**config.mk**
```make
export PLATFORM = sky130hd
export DESIGN_NAME = odg_front
export DESIGN_NICKNAME = d
export VERILOG_FILES = /design/src/design/odg_pkg.sv /design/src/design/odg_front.sv
export SDC_FILE = /design/constraint.sdc
export NUM_CORES = 1
export LEC_CHECK = 0
export ABC_CLOCK_PERIOD_IN_PS = 7000
export BUFFER_PORTS_ARGS = -buffer_cell sky130_fd_sc_hd__buf_2
export CAP_MARGIN = 20
export CELL_PAD_IN_SITES_DETAIL_PLACEMENT = 0
export CELL_PAD_IN_SITES_GLOBAL_PLACEMENT = 1
export CORE_UTILIZATION = 42
export CTS_BUF_LIST = sky130_fd_sc_hd__clkbuf_8 sky130_fd_sc_hd__clkbuf_16
export CTS_CLUSTER_SIZE = 24
export DETAILED_ROUTE_END_ITERATION = 16
export PLACE_DENSITY = 0.87
export SLEW_MARGIN = 0
export SYNTH_ARGS = -nofsm -noshare
export SYNTH_HDL_FRONTEND = slang
export SYNTH_SLANG_ARGS = --single-unit
```
**constraint.sdc**
```tcl
create_clock -name i_clk -period 7 [get_ports i_clk]
set_input_delay 0.7 -clock i_clk [delete_from_list [all_inputs] [get_ports i_clk]]
set_output_delay 0.7 -clock i_clk [all_outputs]
set_load 0.03 [all_outputs]
```
**src/design/odg_pkg.sv**
```systemverilog
// ----------------------------------------------------------------------------
// odg_pkg: shared types and constants for the obstacle distance grid
// Payload structs, item kinds, cell classes and the front-to-back command.
// ----------------------------------------------------------------------------
`default_nettype none
package odg_pkg;

    localparam int unsigned COORD_W    = 6;
    localparam int unsigned DIST_W     = 8;
    localparam int unsigned CLASS_W    = 2;
    localparam int unsigned KIND_W     = 2;
    localparam int unsigned GREEN_W    = 8;
    localparam logic [DIST_W-1:0] RADIUS_CAP = 8'd128;
    localparam logic [DIST_W-1:0] RADIUS_RST = 8'd64;

    localparam logic [1:0] ADDR_MAX_RADIUS = 2'd0;

    localparam logic [KIND_W-1:0] KIND_LOAD   = 2'd0;
    localparam logic [KIND_W-1:0] KIND_QUERY  = 2'd1;
    localparam logic [KIND_W-1:0] KIND_CLEAR  = 2'd2;
    localparam logic [KIND_W-1:0] KIND_UNUSED = 2'd3;

    localparam logic [CLASS_W-1:0] CLS_FREE    = 2'd0;
    localparam logic [CLASS_W-1:0] CLS_UNKNOWN = 2'd1;
    localparam logic [CLASS_W-1:0] CLS_OCC     = 2'd2;

    typedef struct packed {
        logic [KIND_W-1:0]  kind;
        logic [COORD_W-1:0] cell_x;
        logic [COORD_W-1:0] cell_y;
        logic [GREEN_W-1:0] green_level;
    } t_in_item;

    typedef struct packed {
        logic [DIST_W-1:0]  obstacle_distance;
        logic [CLASS_W-1:0] cell_class;
    } t_out_item;

    typedef enum logic [2:0] {
        OP_CLEAR,
        OP_QUERY,
        OP_QUERY_OUT,
        OP_MARK_OCC,
        OP_MARK_FREE,
        OP_MARK_UNK
    } t_op;

    typedef struct packed {
        t_op                op;
        logic [COORD_W-1:0] cell_x;
        logic [COORD_W-1:0] cell_y;
    } t_cmd;

endpackage
`default_nettype wire

```
**src/design/odg_front.sv**
```systemverilog
// ----------------------------------------------------------------------------
// odg_front: item classifier
// Takes input items, classifies the pixel and pushes at most one command per item
// ----------------------------------------------------------------------------
`default_nettype none
module odg_front #(
    parameter int unsigned GRID_W    = 64,
    parameter int unsigned GRID_H    = 64,
    parameter int unsigned PIXEL_MAX = 255
) (
    input  wire                  i_clk,
    input  wire                  i_rst_n,
    input  wire                  i_valid,
    output logic                 o_ready,
    input  odg_pkg::t_in_item    i_item,
    output logic                 o_cmd_valid,
    input  wire                  i_cmd_ready,
    output odg_pkg::t_cmd        o_cmd
);
    import odg_pkg::*;

    // Thresholds on green: occ = 100 - floor(100 g / PMAX).
    // occ > 90 <=> floor(100g/P) < 10 <=> 100g < 10P
    // occ < 10 <=> floor(100g/P) > 90 <=> 100g >= 91P
    localparam int unsigned PROD_W = GREEN_W + 7;
    localparam int unsigned LIM_W  = 24;
    localparam logic [LIM_W-1:0] OCC_LIM  = LIM_W'(10 * PIXEL_MAX);
    localparam logic [LIM_W-1:0] FREE_LIM = LIM_W'(91 * PIXEL_MAX);

    logic               r_valid;
    t_cmd               r_cmd;
    logic [LIM_W-1:0]   w_prod;
    logic               w_inside;
    logic               w_take;
    t_cmd               w_cmd;
    logic               w_emit;

    assign o_ready     = !r_valid || i_cmd_ready;
    assign o_cmd_valid = r_valid;
    assign o_cmd       = r_cmd;
    assign w_take      = i_valid && o_ready;
    assign w_prod      = LIM_W'({{(PROD_W-GREEN_W){1'b0}}, i_item.green_level}
                         * PROD_W'(100));
    assign w_inside    = (32'(i_item.cell_x) < GRID_W) && (32'(i_item.cell_y) < GRID_H);

    always_comb begin
        w_cmd.cell_x = i_item.cell_x;
        w_cmd.cell_y = i_item.cell_y;
        w_cmd.op     = OP_CLEAR;
        w_emit       = 1'b0;
        case (i_item.kind)
            KIND_CLEAR: begin
                w_emit = 1'b1;
            end
            KIND_QUERY: begin
                w_emit    = 1'b1;
                w_cmd.op  = w_inside ? OP_QUERY : OP_QUERY_OUT;
            end
            KIND_LOAD: begin
                w_emit = w_inside;
                if (w_prod < OCC_LIM) begin
                    w_cmd.op = OP_MARK_OCC;
                end else if (w_prod >= FREE_LIM) begin
                    w_cmd.op = OP_MARK_FREE;
                end else begin
                    w_cmd.op = OP_MARK_UNK;
                end
            end
            default: begin
                w_emit = 1'b0;
            end
        endcase
    end

    always_ff @(posedge i_clk) begin
        if (!i_rst_n) begin
            r_valid <= 1'b0;
        end else if (o_ready) begin
            r_valid <= w_take && w_emit;
        end
        if (w_take) begin
            r_cmd <= w_cmd;
        end
    end

endmodule
`default_nettype wire

```
## Yosys cells after proc, flatten, opt, wreduce, memory -nomap -nowiden

Cells that the tools add are included.

| cells by class | value |
|---|---|
| multiply operators | 1 |
| magnitude comparators | 2 |
| equal/unequal tests | 2 |
| multiplexer cells | 4 |
| reductions and logical operators | 6 |

Operators with widths:

| operator | count |
|---|---|
| 15-bit greater-or-equal comparator (second input constant) | 1 |
| 15-bit by 12-bit less-than comparator with 1-bit output (second input constant) | 1 |
| 8-bit by 5-bit multiplier with 13-bit output (second input constant) | 1 |
| 3-bit case mux with 2 select lines | 1 |
| 3-bit 2-to-1 mux | 1 |
| 3-bit OR reduction | 1 |
| 2-bit by 1-bit == test with 1-bit output (second input constant) | 1 |
| 2-bit == test (second input constant) | 1 |
| 1-bit logical AND | 2 |
| 2-bit zero test | 1 |
| 1-bit 2-to-1 mux | 2 |
| 1-bit zero test | 1 |
| 1-bit logical OR | 1 |

| word-level totals | value |
|---|---|
| flip-flop bits (word level) | 16 |
| input port bits | 26 |
| output and inout bits | 17 |
| logic and storage cells | 19 |

## Depth between registers and ports, before layout

| depth | value |
|---|---|
| depth after elaboration | 5 |
| depth in mapped cells | 12 |
| gate-level depth less buffers | 11 |

## Least setup slack after synthesis

No wires, ideal clock.

| timing path | value |
|---|---|
| path type | input -> register |
| start | in i_item[2] (netlist name) |
| end | reg r_cmd, in the netlist o_cmd[12], data pin |
| setup time | 0.275 ns |
| arrival | 3.217 ns |
| required time | 6.725 ns |
| path slack | 3.509 ns |
| stages on the path | 10 |
| path buffers | 1 |
| cells stage by stage | ha_1 -> ha_1 -> fa_1 -> ha_1 -> buf_6 -> a211oi_4 -> a211oi_1 -> or3_1 -> nor4_1 -> o221ai_1 |

RTL lines:

| item | RTL line | RTL |
|---|---|---|
| from (decl) | odg_front.sv:15 | `input odg_pkg::t_in_item i_item,` |
| to (signal assigned) | odg_front.sv:82 | `r_cmd <= w_cmd;` |
| to (decl) | odg_front.sv:31 | `t_cmd r_cmd;` |

==> flow_summary.json <==
{
  "slowest_stage": "fa_1",
  "wl_per_cell_um": 12.85,
  "synthMuxAreaShare_pct": 0.7168,
  "cts_root_buffer": "clkbuf_8",
  "cts_resized": 0,
  "relSlewSlack_pct": 56.93,
  "internal_power_uw": 233.2,
  "layout-drive-gt1-share_pct": 33.33,
  "diodes": 0,
  "grt_pass1_wl_um": 4533,
  "core-area_mm2": 0.003103,
  "crit_path_max_fanout": 8,
  "switchingPower_uw": 127.8,
  "synth_xor_area_share_pct": 3.136,
  "initial_utilization_pct": 45.00,
  "cp_cell_sequence": "buf_2 -> ha_1 -> ha_1 -> fa_1 -> ha_1 -> a211oi_4 -> a211oi_1 -> or3_1 -> nor4_1 -> o221ai_1",
  "stdcell_area_mm2": 0.001694,
  "maxSlewViolCount": 0,
  "cts_buffers": 3,
  "end_kind": "flop",
  "netlist_instances": 121,
  "hold_path.class": "flop to flop",
  "skew_ns": 0.001460,
  "min_period_ns": 3.560,
  "synth_compound_area_share_pct": 17.29,
  "p_leak_nw": 0.8390,
  "arrival_ns": 3.53,
  "synth_area_mm2": 0.001396,
  "final_nets": 224,
  "finalNonFillerCells": 209,
  "pin_count": 43,
  "grt_pass1_vias": 1074,
  "cp.required_ns": 6.97,
  "overflow": 0,
  "hold_violations": 0,
  "synth-simple-area-share_pct": 9.767,
  "combPwrFrac_pct": 46.7,
  "antenna_found_initial": 0,
  "critical-path-max-stage-delay_ns": 0.47,
  "place_hpwl_um": 2317,
  "synth_top_family_by_area": "adder cells",
  "die_w_um": 59.66,
  "cts_tree": "built",
  "synth_top_area_cell": "edfxtp_1",
  "clk_pin_slew_ns": 0.06,
  "die_h_um": 59.66,
  "grtUsageTotal_pct": 16.64,
  "ys.warnings.count": 0,
  "pwr-share-seq_pct": 31.7,
  "yosysSeqAreaShare_pct": 33.69,
  "syn2layout_area_growth_pct": 21.33,
  "clock_path_buffers": 2,
  "final_antenna_net_count": 0,
  "clkLatencyLatePin_ns": 0.24,
  "clkPwrFrac_pct": 21.6,
  "synthAdderAreaFrac_pct": 30.29,
  "post-route-period-util_pct": 50.85,
  "rsz0062_at_grt": "no",
  "synth_fp_nets": 179,
  "cts_setup_buffers": 0,
  "drc": 0,
  "tns_ns": 0,
  "syn_area_per_cell_um2": 11.54,
  "first_pass_iters": 4,
  "num_vias": 1090,
  "dieArea_mm2": 0.003559,
  "cap_violations": 0,
  "peakVddDrop_mv": 0.07399,
  "gp_congestion": 0.8259,
  "clock-sinks": 16,
  "wl_um": 2685,
  "ys_ff_latch": 16,
  "final-setup-viol-count": 0,
  "drtIter0Drc": 27,
  "crit_path_start_kind": "input port",
  "tightestPinTransition_ns": 0.6461,
  "switching_share_pct": 35.40,
  "placementRows": 20,
  "yosysUniqueCellTypes": 42,
  "cellPowerDensity_mw_per_mm2": 213.1,
  "path_common_cell": "ha_1",
  "portBuffers": 42,
  "status": "completed",
  "postCtsHoldBufs": 0,
  "cts_max_level": 1,
  "grt_max_degree": 16,
  "critical_path_class": "input port to flop",
  "synth_area_leaders": "edfxtp_1, ha_1, fa_1",
  "via_per_inst": 5.215,
  "yosys.area.top_type_share_pct": 32.26,
  "placed_area_mm2": 0.001639,
  "placed_cells": 205,
  "max_freq_mhz": 280.9
}
-- power groups by stage --
stage / Combinational [mW] / Sequential, mW / Clock (mW)
floorplan: 0.121 / 0.130 / 0
global placement: 0.162 / 0.116 / 0
detailed placement: 0.168 / 0.117 / 0
CTS: 0.168 / 0.115 / 0.0800
global route: 0.190 / 0.115 / 0.0819
finish: 0.169 / 0.115 / 0.0779
-- flip-flops by register name (all words and copies together), names as in the netlist --
| register | cells |
|---|---|
| o_cmd | 15 |
| o_cmd_valid | 1 |
-- worst paths after layout --
check | end | from | cells past startpoint | slack (ns)
hold / removal | o_cmd_valid | o_cmd_valid | 2 | 0.52
hold reg to reg | o_cmd_valid | o_cmd_valid | 2 | 0.52
setup reg to reg | o_cmd[8] | o_cmd_valid | 2 | 5.68
setup / recovery | o_cmd[12] | i_item[2] | 10 | 3.44
-- cells in the mapped netlist --
library cell	n
o21bai_1	1
o221ai_1	2
mux2i_1	1
a21oi_1	3
xor2_1	5
o21a_2	1
and3_2	1
o311a_2	1
a21o_1	3
dfxtp_1	1
a21boi_0	1
nand2_1	2
o31ai_1	1
fa_1	3
or3_1	2
a221oi_1	1
nor2_1	4
nor2b_1	1
ha_1	29
a311oi_2	1
a221oi_2	1
buf_6	2
o21ai_1	1
a211oi_1	2
edfxtp_1	15
and4_1	1
a211oi_4	1
nor3_1	2
nand2b_1	1
o21a_1	1
o21ai_0	1
or2b_1	1
a21o_2	2
o22a_2	1
inv_1	13
a22oi_1	1
and3_1	3
nand3b_1	1
and2_1	2
nand3_1	2
a2111oi_0	2
nor4_1	1
-- layout by cell type (no fill, tap or decap), types with 2 or more instances in the layout --
cell type | synthesis | final
a211oi_1 | 2 | 2
edfxtp_1 | 15 | 15
a21oi_1 | 3 | 3
and3_1 | 3 | 3
nor3_1 | 2 | 2
clkbuf_8 | 0 | 4
a2111oi_0 | 2 | 2
nand3_1 | 2 | 2
ha_1 | 29 | 29
xor2_1 | 5 | 5
a21o_2 | 2 | 2
fa_1 | 3 | 3
and2_1 | 2 | 2
buf_2 | 0 | 42
o221ai_1 | 2 | 2
a21o_1 | 3 | 3
or3_1 | 2 | 2
nor2_1 | 4 | 4
nand2_1 | 2 | 2
inv_1 | 13 | 13
-- kinds of logic (layout without fill, tap and decap cells) --
family,after synthesis,count (layout)
adder cells (fa/ha/maj),32,32
AO/OA/AOI/OAI,28,28
AND/OR/NAND/NOR,24,24
flip-flops,16,16
buffers and inverters,15,59
XOR/XNOR,5,5
multiplexers,1,1
-- metrics by stage --
step	hold slack, ns	total power [mW]	util (%)	setup WS (ns)
global placement	0.5080	0.2787	52.82	3.280
floorplan	0.7989	0.2517	-	3.509
finish	0.5203	0.3610	54.60	3.440
global route	0.5594	0.3873	54.60	3.256
detailed placement	0.5176	0.2843	52.82	3.203
CTS	0.5258	0.3630	54.60	3.469
-- layout make-up --
class	count	area, um2
inverter	13	48.80
multi-input combinational	90	854.6
timing repair buffer	42	210.2
fill	298	1409
sequential	16	470.5
tap	44	55.05
clock buffer	4	55.05
-- routing by layer --
layer	GRT usage (%)	vias up	share of wire [%]	wire length, um
met5	0	-	0	0
li1	-	547	-	-
met2	30.63	28	54	1440
met1	20.35	513	42	1127
met4	5.980	0	0.71	19
met3	0.8658	2	3.6	97
-- worst max-delay path: cells and delay by family --
kind | cells | cell delay [ns]
AND/OR/NAND/NOR | 2 | 0.65
adder cells (fa/ha/maj) | 4 | 1.51
buffers and inverters | 1 | 0.12
AO/OA/AOI/OAI | 3 | 0.55
Note: power is estimated with default switching activity, not from simulation.
