--- src/design/odg_pkg.sv ---
// ----------------------------------------------------------------------------
// odg_pkg: shared types and constants for the obstacle distance grid
// Payload structs, item kinds, cell classes and the front-to-back command.
// ----------------------------------------------------------------------------
`default_nettype none
package odg_pkg;

    localparam int unsigned COORD_W    = 6;
    localparam int unsigned DIST_W     = 8;
    localparam int unsigned CLASS_W    = 2;
    localparam int unsigned KIND_W     = 2;
    localparam int unsigned GREEN_W    = 8;
    localparam logic [DIST_W-1:0] RADIUS_CAP = 8'd128;
    localparam logic [DIST_W-1:0] RADIUS_RST = 8'd64;

    localparam logic [1:0] ADDR_MAX_RADIUS = 2'd0;

    localparam logic [KIND_W-1:0] KIND_LOAD   = 2'd0;
    localparam logic [KIND_W-1:0] KIND_QUERY  = 2'd1;
    localparam logic [KIND_W-1:0] KIND_CLEAR  = 2'd2;
    localparam logic [KIND_W-1:0] KIND_UNUSED = 2'd3;

    localparam logic [CLASS_W-1:0] CLS_FREE    = 2'd0;
    localparam logic [CLASS_W-1:0] CLS_UNKNOWN = 2'd1;
    localparam logic [CLASS_W-1:0] CLS_OCC     = 2'd2;

    typedef struct packed {
        logic [KIND_W-1:0]  kind;
        logic [COORD_W-1:0] cell_x;
        logic [COORD_W-1:0] cell_y;
        logic [GREEN_W-1:0] green_level;
    } t_in_item;

    typedef struct packed {
        logic [DIST_W-1:0]  obstacle_distance;
        logic [CLASS_W-1:0] cell_class;
    } t_out_item;

    typedef enum logic [2:0] {
        OP_CLEAR,
        OP_QUERY,
        OP_QUERY_OUT,
        OP_MARK_OCC,
        OP_MARK_FREE,
        OP_MARK_UNK
    } t_op;

    typedef struct packed {
        t_op                op;
        logic [COORD_W-1:0] cell_x;
        logic [COORD_W-1:0] cell_y;
    } t_cmd;

endpackage
`default_nettype wire

--- src/design/odg_queue.sv ---
// ----------------------------------------------------------------------------
// odg_queue: command queue
// Short FIFO between the classifier and the grid engine.
// ----------------------------------------------------------------------------
`default_nettype none
module odg_queue #(
    parameter int unsigned DEPTH = 4
) (
    input  wire            i_clk,
    input  wire            i_rst_n,
    input  wire            i_valid,
    output logic           o_ready,
    input  odg_pkg::t_cmd  i_cmd,
    output logic           o_valid,
    input  wire            i_ready,
    output odg_pkg::t_cmd  o_cmd
);
    import odg_pkg::*;

    localparam int unsigned AW = (DEPTH > 1) ? $clog2(DEPTH) : 1;

    t_cmd            r_mem [DEPTH];
    logic [AW-1:0]   r_wp;
    logic [AW-1:0]   r_rp;
    logic [AW:0]     r_cnt;
    logic            w_push;
    logic            w_pop;

    assign o_ready = r_cnt != (AW+1)'(DEPTH);
    assign o_valid = r_cnt != '0;
    assign o_cmd   = r_mem[r_rp];
    assign w_push  = i_valid && o_ready;
    assign w_pop   = o_valid && i_ready;

    always_ff @(posedge i_clk) begin
        if (!i_rst_n) begin
            r_wp  <= '0;
            r_rp  <= '0;
            r_cnt <= '0;
        end else begin
            if (w_push) begin
                r_wp <= (32'(r_wp) == DEPTH - 1) ? '0 : r_wp + 1'b1;
            end
            if (w_pop) begin
                r_rp <= (32'(r_rp) == DEPTH - 1) ? '0 : r_rp + 1'b1;
            end
            r_cnt <= r_cnt + (AW+1)'(w_push) - (AW+1)'(w_pop);
        end
        if (w_push) begin
            r_mem[r_wp] <= i_cmd;
        end
    end

endmodule
`default_nettype wire

--- config.mk ---
export PLATFORM = sky130hd
export DESIGN_NAME = odg_queue
export DESIGN_NICKNAME = d
export VERILOG_FILES = /design/src/design/odg_pkg.sv /design/src/design/odg_queue.sv
export SDC_FILE = /design/constraint.sdc
export NUM_CORES = 1
export LEC_CHECK = 0
export ABC_AREA = 0
export BUFFER_PORTS_ARGS = -buffer_cell sky130_fd_sc_hd__buf_2
export CORE_MARGIN = 2
export CORE_UTILIZATION = 30
export DETAILED_ROUTE_END_ITERATION = 6
export PLACE_DENSITY_LB_ADDON = 0.3
export SETUP_SLACK_MARGIN = 0.1
export SLEW_MARGIN = 20
export SYNTH_ARGS = -nofsm -noshare
export SYNTH_HDL_FRONTEND = slang
export SYNTH_SLANG_ARGS = --single-unit
--- constraint.sdc ---
create_clock -name i_clk -period 2.4 [get_ports i_clk]
set_input_delay 0.48 -clock i_clk [delete_from_list [all_inputs] [get_ports i_clk]]
set_output_delay 0.48 -clock i_clk [all_outputs]
set_load 0.01 [all_outputs]
Word level (Yosys, flattened, before mapping)
Memory sizes are Yosys's and may differ from the RTL's. A register that Yosys moved wholly into a read port is not among the register bits.
Index checks and enable logic that the tools add are counted.
{"block": "totals", "latch_bits": 0, "elab_cells": 20, "mem_bits_rw": 60, "output_inout_bits": 17, "mem_bits_ro": 0, "mem_count": 1, "in_bits": 19, "register_bits": 7}
{"name": "r_mem", "depth": 4, "word_bits": 15, "rd": 1, "rd_clocked_by_memory_dff": 1, "wr": 1, "line_no": "odg_queue.sv:22", "text": "t_cmd r_mem [DEPTH];"}
{"block": "classes", "n_mul": 0, "muxes": 6, "n_lt_le_gt_ge": 0, "bitwise": 0, "shift": 0, "n_div": 0, "eq_ne": 3, "add_sub_neg": 4, "n_reduce_logical": 3}
{"cell": "$mux W2", "n": 4}
{"cell": "$add A2 B1 Y2 const B", "n": 2}
{"cell": "$eq A2 B2 Y1 const B", "n": 2}
{"cell": "$add A3 B1 Y3", "n": 1}
{"cell": "$ne A3 B3 Y1 const B", "n": 1}
{"cell": "$reduce_bool A3 Y1", "n": 1}
{"cell": "$sub A3 B1 Y3", "n": 1}
{"cell": "$logic_and A1 B1 Y1", "n": 2}
{"cell": "$mux W1", "n": 2}

Longest topological paths before layout
Gate-level depths: netlist of the first run.
{"block": "depth", "word_depth": 4, "ltp_mapped": 12, "depth_no_buf": 11}

Least setup slack after synthesis of the first run
OpenSTA, ideal clock, no wires.
{"block": "synth_path", "kind": "reg-to-reg", "from": "register r_cnt[1]", "to": "register r_cnt[2]", "n_path_buf": 1, "slack_ps": 33, "path_stages_with_launch": 13, "period_less_slack_ps": 2367, "t_required_ps": 2285, "t_arrival_ps": 2252, "setup_ps": 115, "cell_sequence": "dfxtp_1 > or3b_1 > buf_6 > and2_4 > inv_1 > ha_1 > inv_1 > ha_1 > inv_1 > fa_1 > xnor2_1 > xnor2_1 > and2_1"}
{"block": "synth_via", "elab_chain_cells": 4, "word_cells_on_any_way": 6, "cone_classes": "2 x add/sub; 1 x eq/ne; 3 x reduce/logical"}
{"item": "from (decl)", "line_no": "odg_queue.sv:25", "text": "logic [AW:0] r_cnt;"}
{"item": "from (signal assigned)", "line_no": "odg_queue.sv:47", "text": "r_cnt <= r_cnt + (AW+1)'(w_push) - (AW+1)'(w_pop);"}
{"item": "$ne A3 B3 Y1", "line_no": "odg_queue.sv:29", "text": "assign o_ready = r_cnt != (AW+1)'(DEPTH);"}
{"item": "named net o_ready", "line_no": "odg_queue.sv:12", "text": "output logic o_ready,"}
{"item": "$logic_and A1 B1 Y1", "line_no": "odg_queue.sv:32", "text": "assign w_push = i_valid && o_ready;"}
{"item": "$add A3 B1 Y3", "line_no": "odg_queue.sv:47"}
{"item": "$sub A3 B1 Y3", "line_no": "odg_queue.sv:47"}
The timed path passes the listed nets, and every way through them passes these cells.
A chain may end at the register's enable or synchronous reset.

Worst setup path after layout of the first run
{"block": "layout_path", "from": "register r_cnt[2]", "to": "register r_cnt[2]"}
{"block": "layout_via", "elab_chain_cells": 4, "word_cells_on_any_way": 6, "cone_classes": "2 x add/sub; 1 x eq/ne; 3 x reduce/logical"}
{"item": "$ne A3 B3 Y1", "line_no": "odg_queue.sv:29"}
{"item": "$logic_and A1 B1 Y1", "line_no": "odg_queue.sv:32"}
{"item": "$add A3 B1 Y3", "line_no": "odg_queue.sv:47"}
{"item": "$sub A3 B1 Y3 *", "line_no": "odg_queue.sv:47"}
Every way passes the cells marked *; elsewhere a longest branch is shown, timed or not.

==> results.md, run 1 <==
Run status:
- The run finished with clean final reports.

Cells and area:
- The final layout net count is a little over 200.
- The repair_antennas step left the layout with diodes totalling 0.
- Leaving out filler cells and counting taps, the final layout contains between 200 and 300.
- Of the cells placed in the final design, the portion with a size suffix greater than 1 is 0.492.
- The final standard cell utilization of the core is 0.380.
- The finished cells cover between 3000 and 4000 um2.
- From synthesis to final layout, the design area changed by 23.9%.

Synthesis:
- The area fraction of the dominant cell type after synthesis is 0.681.
- The synthesized netlist occupies a cell area of ~2600 um2.
- By instance count, the leading cell after synthesis is sky130_fd_sc_hd__edfxtp_1.
- Of all flip-flops after synthesis, the portion carrying an async set or reset was 0.
- The post-synthesis sequential area ratio is 0.749.
- A synthesized cell averages roughly 20 um2.
- The number of unique standard cell types used by synthesis is 26.
- The synthesized netlist net count is approximately 160.
- The cell count after synthesis is 130.
- The number of flops mapped to enable cells by yosys is 60.
- The number of flip-flops and latches in the synthesized netlist is approximately 70.
- The Yosys step of the flow raised 0 warnings.
- Sorting the synthesized cells by area gives the leading types as sky130_fd_sc_hd__edfxtp_1 68%, sky130_fd_sc_hd__mux4_2 13%, sky130_fd_sc_hd__dfxtp_1 6.8%, sky130_fd_sc_hd__ha_1 3.3%, sky130_fd_sc_hd__and3_2 0.85%.
- The most used flip-flop cell after synthesis is sky130_fd_sc_hd__edfxtp_1.
- By count the netlist is led by 60 x sky130_fd_sc_hd__edfxtp_1, 15 x sky130_fd_sc_hd__mux4_2, 9 x sky130_fd_sc_hd__dfxtp_1, 7 x sky130_fd_sc_hd__ha_1, 6 x sky130_fd_sc_hd__inv_1.
- sky130_fd_sc_hd__edfxtp_1 takes more of the synthesized area than any other cell.

Die:
- The initial core utilization is 0.306.
- 36 I/O pins were placed.
- The region available for standard cell placement spans approximately 8600 um2.
- In this run the horizontal extent of the chip is 97.9 um.
- The die outline area is between 9000 and 10000 um2.
- The number of placement rows is 34.
- The height of the die is between 90 and 100 um.

Routing:
- Using the TritonRoute via totals, the vias-per-cell ratio works out to about 4.5.
- The routed design has 4650 um of wire.
- The routed wirelength normalized by instance count is around 16 um.
- The count of nets left with antenna violations once routing finished came out at 0.
- The post-detailed-route DRC marker count is 0.
- The pre-antenna-repair detailed-routing pass consisted of 4 iterations.
- The number of DRC markers after the initial detailed-route iteration is 67.
- Across all layers, the routed design uses 1304 vias.

Global route:
- The via count of the first global-routing pass was ~1300.
- The overall global routing resource usage is 0.105.
- The total overflow reported by the global router is 0.
- The largest net degree at the start of global routing is 16.
- The number of antenna violations at the first check in global routing is 0.
- The global-route wire length before repair is approximately 7400 um.

Pwr:
- IR analysis of the VDD net gives a maximum drop of roughly 0.00056 V.
- Dividing total power by cell area gives a power density of about 1000 nW/um2.
- For this design the static power due to leakage is 0.00115 uW.

Worst setup path:
- For the worst setup path, the data arrival time is between 2 and 3 ns.
- The endpoint of the lowest-slack register-to-register path is r_cnt[2].
- The required time reported for the critical path endpoint is between 2 and 3 ns.
- STA classifies the critical path endpoint as a register.
- The setup slack of the worst register-to-register path is roughly 0.13 ns.
- The depth of the worst register-to-register path is 11.
- The maximum fanout encountered on the critical timing path is 4.
- The startpoint identified for the worst register-to-register timing path is r_cnt[2].
- STA classifies the critical path startpoint as a register.
- The kind of critical path is register to register.

Timing:
- The maximum frequency from static timing analysis is around 440 MHz.
- The worst slew margin relative to its limit is 0.467.
- The total negative slack is 0 ns.
- The count of final max-slew check failures is 0.
- Setup repair after global routing could not meet its margin everywhere.
- The final period demand of the worst path is roughly 2.3 ns.
- The count of endpoints failing hold in the final timing report is 0.
- The final count of negative-setup-slack endpoints is 0.
- The fraction of the cycle the final worst path needs is 0.947.
- The actual transition at the worst max-transition pin is 0.800 ns.
- The largest clock skew in the final design is ~0.0073 ns.

Placement:
- The wire-length estimate of the detail-placed layout is between 2000 and 3000 um.
- The post-placement cell area is 2960 um2.
- Routability-driven placement finished with a final weighted congestion of about 0.7.
- After detailed placement, the design holds a cell count of between 200 and 300.
- The count of input and output buffers is 35.

Clock tree:
- The H-tree was split into 3 levels.
- The clock reaches the later pin of the worst-skew pair after between 0.3 and 0.4 ns.
- Buffers inserted during clock tree synthesis total 9.
- CTS placed an instance of sky130_fd_sc_hd__clkbuf_8 at the clock tree root.
- TritonCTS built the clock tree.
- The buffer depth of the longest clock path is 2.
- After clock tree synthesis, the clock-pin slew on the worst setup and hold paths is about 0.08 ns.
- The clock net in this run drives a total of 69 sinks.

Hold path:
- The worst hold endpoint is r_mem[1][4].
- The startpoint identified for the worst hold timing path is i_cmd[4].
- The path class of the tightest hold or removal check is primary input to register.
- The instance count along the most critical hold path is 1.

Run:
- The number of maximum-capacitance constraint violations is 0.
==> power by group <==
| part | switching, uW | internal, uW |
|---|---|---|
| clock | 442 | 588 |
| combinational | 413 | 436 |
| sequential | 64.8 | 1470 |
==> area by class of cell <==
type,instances,area (um2)
clock buffers,9,124
clock inverters,7,96.3
fillers,811,5360
inverters,6,25.0
multi-input cells,50,662
flip-flops and latches,69,1990
well taps,108,135
repair buffers,44,243
==> timing repair <==
action	4_1_cts	5_1_grt
pin swaps	5	5
hold buffers	0	0
endpoints found under the hold margin	0	0
gates resized for setup	9	6
setup endpoints to repair	1	1
gates cloned	0	0
buffers inserted	3	2
==> cell usage in the layout (no fill, tap or decap), types with 2 or more instances in the layout <==
master / instances
sky130_fd_sc_hd__and3_2: 3
sky130_fd_sc_hd__inv_2: 2
sky130_fd_sc_hd__nand2_1: 5
sky130_fd_sc_hd__buf_4: 9
sky130_fd_sc_hd__nor2_1: 2
sky130_fd_sc_hd__o21ai_0: 2
sky130_fd_sc_hd__and2_1: 2
sky130_fd_sc_hd__inv_1: 3
sky130_fd_sc_hd__edfxtp_1: 60
sky130_fd_sc_hd__dfxtp_1: 6
sky130_fd_sc_hd__ha_4: 2
sky130_fd_sc_hd__dfxtp_4: 3
sky130_fd_sc_hd__clkbuf_8: 9
sky130_fd_sc_hd__mux4_2: 15
sky130_fd_sc_hd__ha_1: 5
sky130_fd_sc_hd__bufinv_16: 2
sky130_fd_sc_hd__buf_2: 35
sky130_fd_sc_hd__inv_6: 2
sky130_fd_sc_hd__nand3_1: 2
sky130_fd_sc_hd__clkinvlp_4: 2
==> layer usage <==
metal,track usage,part of all wire,up-vias
li1,-,-,613
met1,0.127,0.42,644
met2,0.169,0.50,40
met3,0.0472,0.067,7
met4,0.0321,0.0086,0
met5,0,0,-
==> kinds of logic after synthesis <==
group,after synthesis,synth area share
compound gates,4,0.00851
xor+xnor,2,0.00662
fa+ha+maj,8,0.0407
buf+inv,11,0.0203
flops,69,0.749
mux,16,0.131
simple gates,20,0.0435
==> per-stage QoR <==
| step | total power [uW] | setup slack [ns] | hold slack, ns |
|---|---|---|---|
| after floorplan | 2050 | 0.115 | 0.468 |
| after global placement | 2310 | 0.167 | 0.496 |
| after detailed placement | 2320 | 0.0749 | 0.501 |
| after CTS | 3420 | 0.111 | 0.338 |
| after global routing | 3610 | 0.0399 | 0.343 |
| final | 3410 | 0.126 | 0.355 |
==> worst max-delay path by stage <==
stage                         from       end  depth (start not counted)
after floorplan           r_cnt[1]  r_cnt[2]                         12
after global routing      r_cnt[2]  r_cnt[2]                         11
final                     r_cnt[2]  r_cnt[2]                         11
after detailed placement  r_cnt[1]  r_cnt[2]                         10
after CTS                 r_cnt[2]  r_cnt[2]                         11
after global placement    r_cnt[1]  r_cnt[2]                         11
==> worst max-delay path: stages, from the launching register on <==
cell and delay [ns]:
sky130_fd_sc_hd__dfxtp_4 0.38, sky130_fd_sc_hd__or3b_4 0.38, sky130_fd_sc_hd__and2_4 0.16, sky130_fd_sc_hd__inv_4 0.05, sky130_fd_sc_hd__ha_4 0.19, sky130_fd_sc_hd__inv_2 0.06, sky130_fd_sc_hd__ha_4 0.12, sky130_fd_sc_hd__inv_2 0.03
sky130_fd_sc_hd__fa_2 0.34, sky130_fd_sc_hd__xnor2_2 0.19, sky130_fd_sc_hd__xnor2_1 0.16, sky130_fd_sc_hd__and2_1 0.15
==> state kept, by name, indices dropped and copies added (netlist names), named ones only <==
name,flops
r_cnt,3
r_mem,60
r_rp,2
r_wp,2
Note: power is estimated with default switching activity, not from simulation.
==> run 2: changes to the inputs <==
--- a/config.mk
+++ b/config.mk
@@ -7,10 +7,11 @@
 export LEC_CHECK = 0
 export ABC_AREA = 0
 export BUFFER_PORTS_ARGS = -buffer_cell sky130_fd_sc_hd__buf_2
+export CAP_MARGIN = 20
 export CORE_MARGIN = 2
 export CORE_UTILIZATION = 30
 export DETAILED_ROUTE_END_ITERATION = 6
-export PLACE_DENSITY_LB_ADDON = 0.3
+export PLACE_DENSITY = 0.46
 export SETUP_SLACK_MARGIN = 0.1
 export SLEW_MARGIN = 20
 export SYNTH_ARGS = -nofsm -noshare
==> run 2 against run 1 <==
Effect of this change:
- sequential share of layout area about the same
- register-to-register slack improved by 0.04 ns
- first-iteration DRC count decreased by 31%
- via count is 1.1% higher
- sequential power is essentially flat
- worst hold slack gained 0.0037 ns
- clock skew is 0.00075 ns higher
- combinational power increased by 0.5%
- total power grew 1.9%
- count of clock-buffer cells in the layout grew 1
- worst setup slack improved by 0.045 ns
- critical path type unchanged
- highest routed layer unchanged
==> results.md, run 2 (same netlist as run 1, synthesis figures left out) <==
Cells and area:
- The largest registers in the layout are r_mem (60), r_cnt (3).
- The ratio of cells with drive above 1 in the final layout was 0.473 (-0.0191).
- The register with the most flip-flops in the final layout is r_mem.
- The fill cell total of the finished layout is 815 (+0.49%).
- Leaving out fill and tap cells, the most frequent cell in the layout is sky130_fd_sc_hd__edfxtp_1.
- The final cell count without fillers came to 292 (-0.34%).
- The count of antenna diodes in the layout was 0 (unchanged).
- The combined area of the multi-input logic cells is 662 um2 (unchanged).
- The final layout net count is 206 (-0.48%).
- The register area was 1990 um2 (unchanged).
- The layout overhead on the synthesized area is 23.9% (about the same).
- In the layout the commonest cells are 60 x sky130_fd_sc_hd__edfxtp_1, 35 x sky130_fd_sc_hd__buf_2, 15 x sky130_fd_sc_hd__mux4_2, 9 x sky130_fd_sc_hd__clkbuf_8, 8 x sky130_fd_sc_hd__buf_4.
- The flip-flop count of the largest register after layout is 60 (unchanged).

Routing:
- The detailed-routing iteration count for the pre-antenna-repair pass is 4 (unchanged).
- The wire length after detailed routing is 4920 um (+5.7%).
- The via count is 1318 (+1.1%).
- The number of DRC markers after the initial detailed-route iteration is 46 (-31%).
- The routed wirelength normalized by instance count is 16.8 um (+6.1%).
- The detailed-route vias per instance is 4.51 (+1.4%).
- The post-detailed-route DRC marker count came to 0 (unchanged).
- The number of nets still failing antenna checks after routing is 0 (unchanged).

Run status:
- The flow ran to the end, and the final reports show no timing, DRC or antenna violations.

Pwr:
- The static leakage power is 0.00115 uW (+0.36%).
- The total chip power is 3480 uW (+1.9%).
- The power per standard cell area was 1060 nW/um2 (+1.9%).
- The maximum vdd ir drop is 0.000442 V (-20%).

Worst setup path:
- The depth of the worst register-to-register path is 11 (unchanged).
- The data arrival at the endpoint of the critical path is 2.46 ns (-0.09 ns).
- STA classifies the critical path startpoint as a register.
- The endpoint identified for the worst register-to-register timing path is r_cnt[2].
- The required time reported for the critical path endpoint is 2.63 ns (-0.05 ns).
- The startpoint of the lowest-slack register-to-register path is r_cnt[0].
- In this run the worst setup path terminates at r_cnt[2].
- The origin of the worst setup path is r_cnt[0].
- The kind of critical path is register to register.
- The kind of end point of the critical path is a register.
- The maximum fanout encountered on the critical timing path is 4 (unchanged).
- The setup slack of the worst register-to-register path is 0.17 ns (+0.04 ns).

Global route:
- The total overflow reported by the global router is 0 (unchanged).
- The via count of the first global-routing pass is 1539 (+15%).
- The number of antenna violations at the first check in global routing is 0 (unchanged).
- The overall global routing resource usage is 0.106 (+0.00149).
- The largest net degree at the start of global routing was 16 (unchanged).
- The global-route wire length before repair is 7530 um (+1.4%).

Clock tree:
- The H-tree level count is 3 (unchanged).
- The number of buffers created by CTS is 9 (unchanged).
- The clock latency at the later pin of the worst-skew pair came to 0.33 ns (about the same).
- The cell chosen for the clock root is sky130_fd_sc_hd__clkbuf_8.
- The sink count of the clock tree was 69 (unchanged).
- The buffer depth of the longest clock path was 2 (unchanged).
- The clock transition at the registers of the reported paths came to 0.07 ns (about the same).
- TritonCTS built the clock tree.

Die:
- The height of the die is 97.9 um (unchanged).
- The die span in x is 97.9 um (unchanged).
- The count of boundary I/O pins is 36 (unchanged).
- The floorplan core area is 8640 um2 (unchanged).
- The die outline area is 9590 um2 (unchanged).
- The number of placement rows was 34 (unchanged).
- The initial core utilization is 0.306 (unchanged).

Timing:
- The largest clock skew in the final design came to 0.00807 ns (+0.000746 ns).
- Setup repair after global routing could not meet its margin everywhere.
- The total negative slack came to 0 ns (unchanged).
- The count of final max-slew check failures is 0 (unchanged).
- The final count of negative-setup-slack endpoints is 0 (unchanged).
- The count of endpoints failing hold in the final timing report is 0 (unchanged).
- The maximum frequency from static timing analysis is 449 MHz (+2.0%).
- The actual transition at the worst max-transition pin came to 0.803 ns (+0.00311 ns).
- The worst slew margin relative to its limit came to 0.465 (-0.00207).
- The slack of the critical path is 0.171 ns (+0.0447 ns).
- The final period demand of the worst path is 2.23 ns (-0.0447 ns).
- The fraction of the cycle the final worst path needs is 0.929 (-0.0186).

Placement:
- The count of input and output buffers was 35 (unchanged).
- The routability congestion estimate came to 0.685 (-2.3%).
- The number of cells after detailed placement is 272 (unchanged).
- The post-placement worst setup slack was 0.0688 ns (-0.00604 ns).
- The half-perimeter wire length of the detailed placement result is 3050 um (+1.9%).

Run:
- The number of maximum-capacitance constraint violations is 0 (unchanged).

Hold path:
- The class of the worst hold path is primary input to register.
-- run 2: cell types whose count changed in the layout (fill, tap and decap cells not counted) --
cell,previous run,this run
sky130_fd_sc_hd__clkinvlp_4,2,0
sky130_fd_sc_hd__clkbuf_1,0,1
sky130_fd_sc_hd__bufinv_16,2,3
sky130_fd_sc_hd__buf_4,9,8
sky130_fd_sc_hd__clkinv_1,1,3
sky130_fd_sc_hd__inv_6,2,0
-- run 2: critical path: stages, from the launching register on --
cell and delay, ns:
sky130_fd_sc_hd__dfxtp_4 0.37, sky130_fd_sc_hd__or3b_4 0.40, sky130_fd_sc_hd__and2_4 0.15, sky130_fd_sc_hd__inv_2 0.06, sky130_fd_sc_hd__ha_4 0.20, sky130_fd_sc_hd__inv_4 0.05
sky130_fd_sc_hd__ha_4 0.11, sky130_fd_sc_hd__inv_2 0.03, sky130_fd_sc_hd__fa_2 0.35, sky130_fd_sc_hd__xnor2_2 0.15, sky130_fd_sc_hd__xnor2_1 0.12, sky130_fd_sc_hd__and2_1 0.13
-- run 2: cell type report --
cell class              instances  share of cell area
inverters                       6             0.00763
clock buffers                  10              0.0389
clock inverters                 6              0.0309
flip-flops and latches         69               0.608
repair buffers                 43              0.0717
well taps                     108              0.0412
multi-input cells              50               0.202
-- run 2: worst min-delay path by stage --
stage                  endpoint  startpoint  cells after the start
detailed placement      r_wp[1]     r_wp[1]                      2
global route        r_mem[2][3]    i_cmd[3]                      1
CTS                 r_mem[2][3]    i_cmd[3]                      1
global placement        r_wp[1]     r_wp[1]                      2
finish              r_mem[3][2]    i_cmd[2]                      1
floorplan               r_wp[1]     r_wp[1]                      2
-- run 2: layer usage --
layer  GRT usage  part of all wire  vias up
met5           0                 0        -
met4      0.0609             0.023        0
met3      0.0286             0.051       14
met2       0.182              0.52       39
met1       0.119              0.40      655
li1            -                 -      610
-- run 2: timing repair --
item / in CTS / in global routing
endpoints found under the hold margin: 0 / 0
pin swaps: 7 / 4
endpoints found under the setup margin: 1 / 1
setup buffers: 3 / 1
hold buffers: 0 / 0
resized for setup: 8 / 7
-- run 2: metrics by stage --
step	util	hold slack, ns	instance area (um2)
detailed placement	0.343	0.507	2960
finish	0.380	0.358	3280
global route	0.380	0.342	3280
global placement	0.343	0.492	2960
floorplan	-	0.468	2650
CTS	0.376	0.341	3240
-- run 2: where the power goes --
group / switching (uW) / internal, uW / leakage [uW]
Combinational: 413 / 440 / 0.000414
Sequential: 73.2 / 1470 / 0.000625
Clock: 402 / 680 / 0.000113
Total: 888 / 2590 / 0.00115
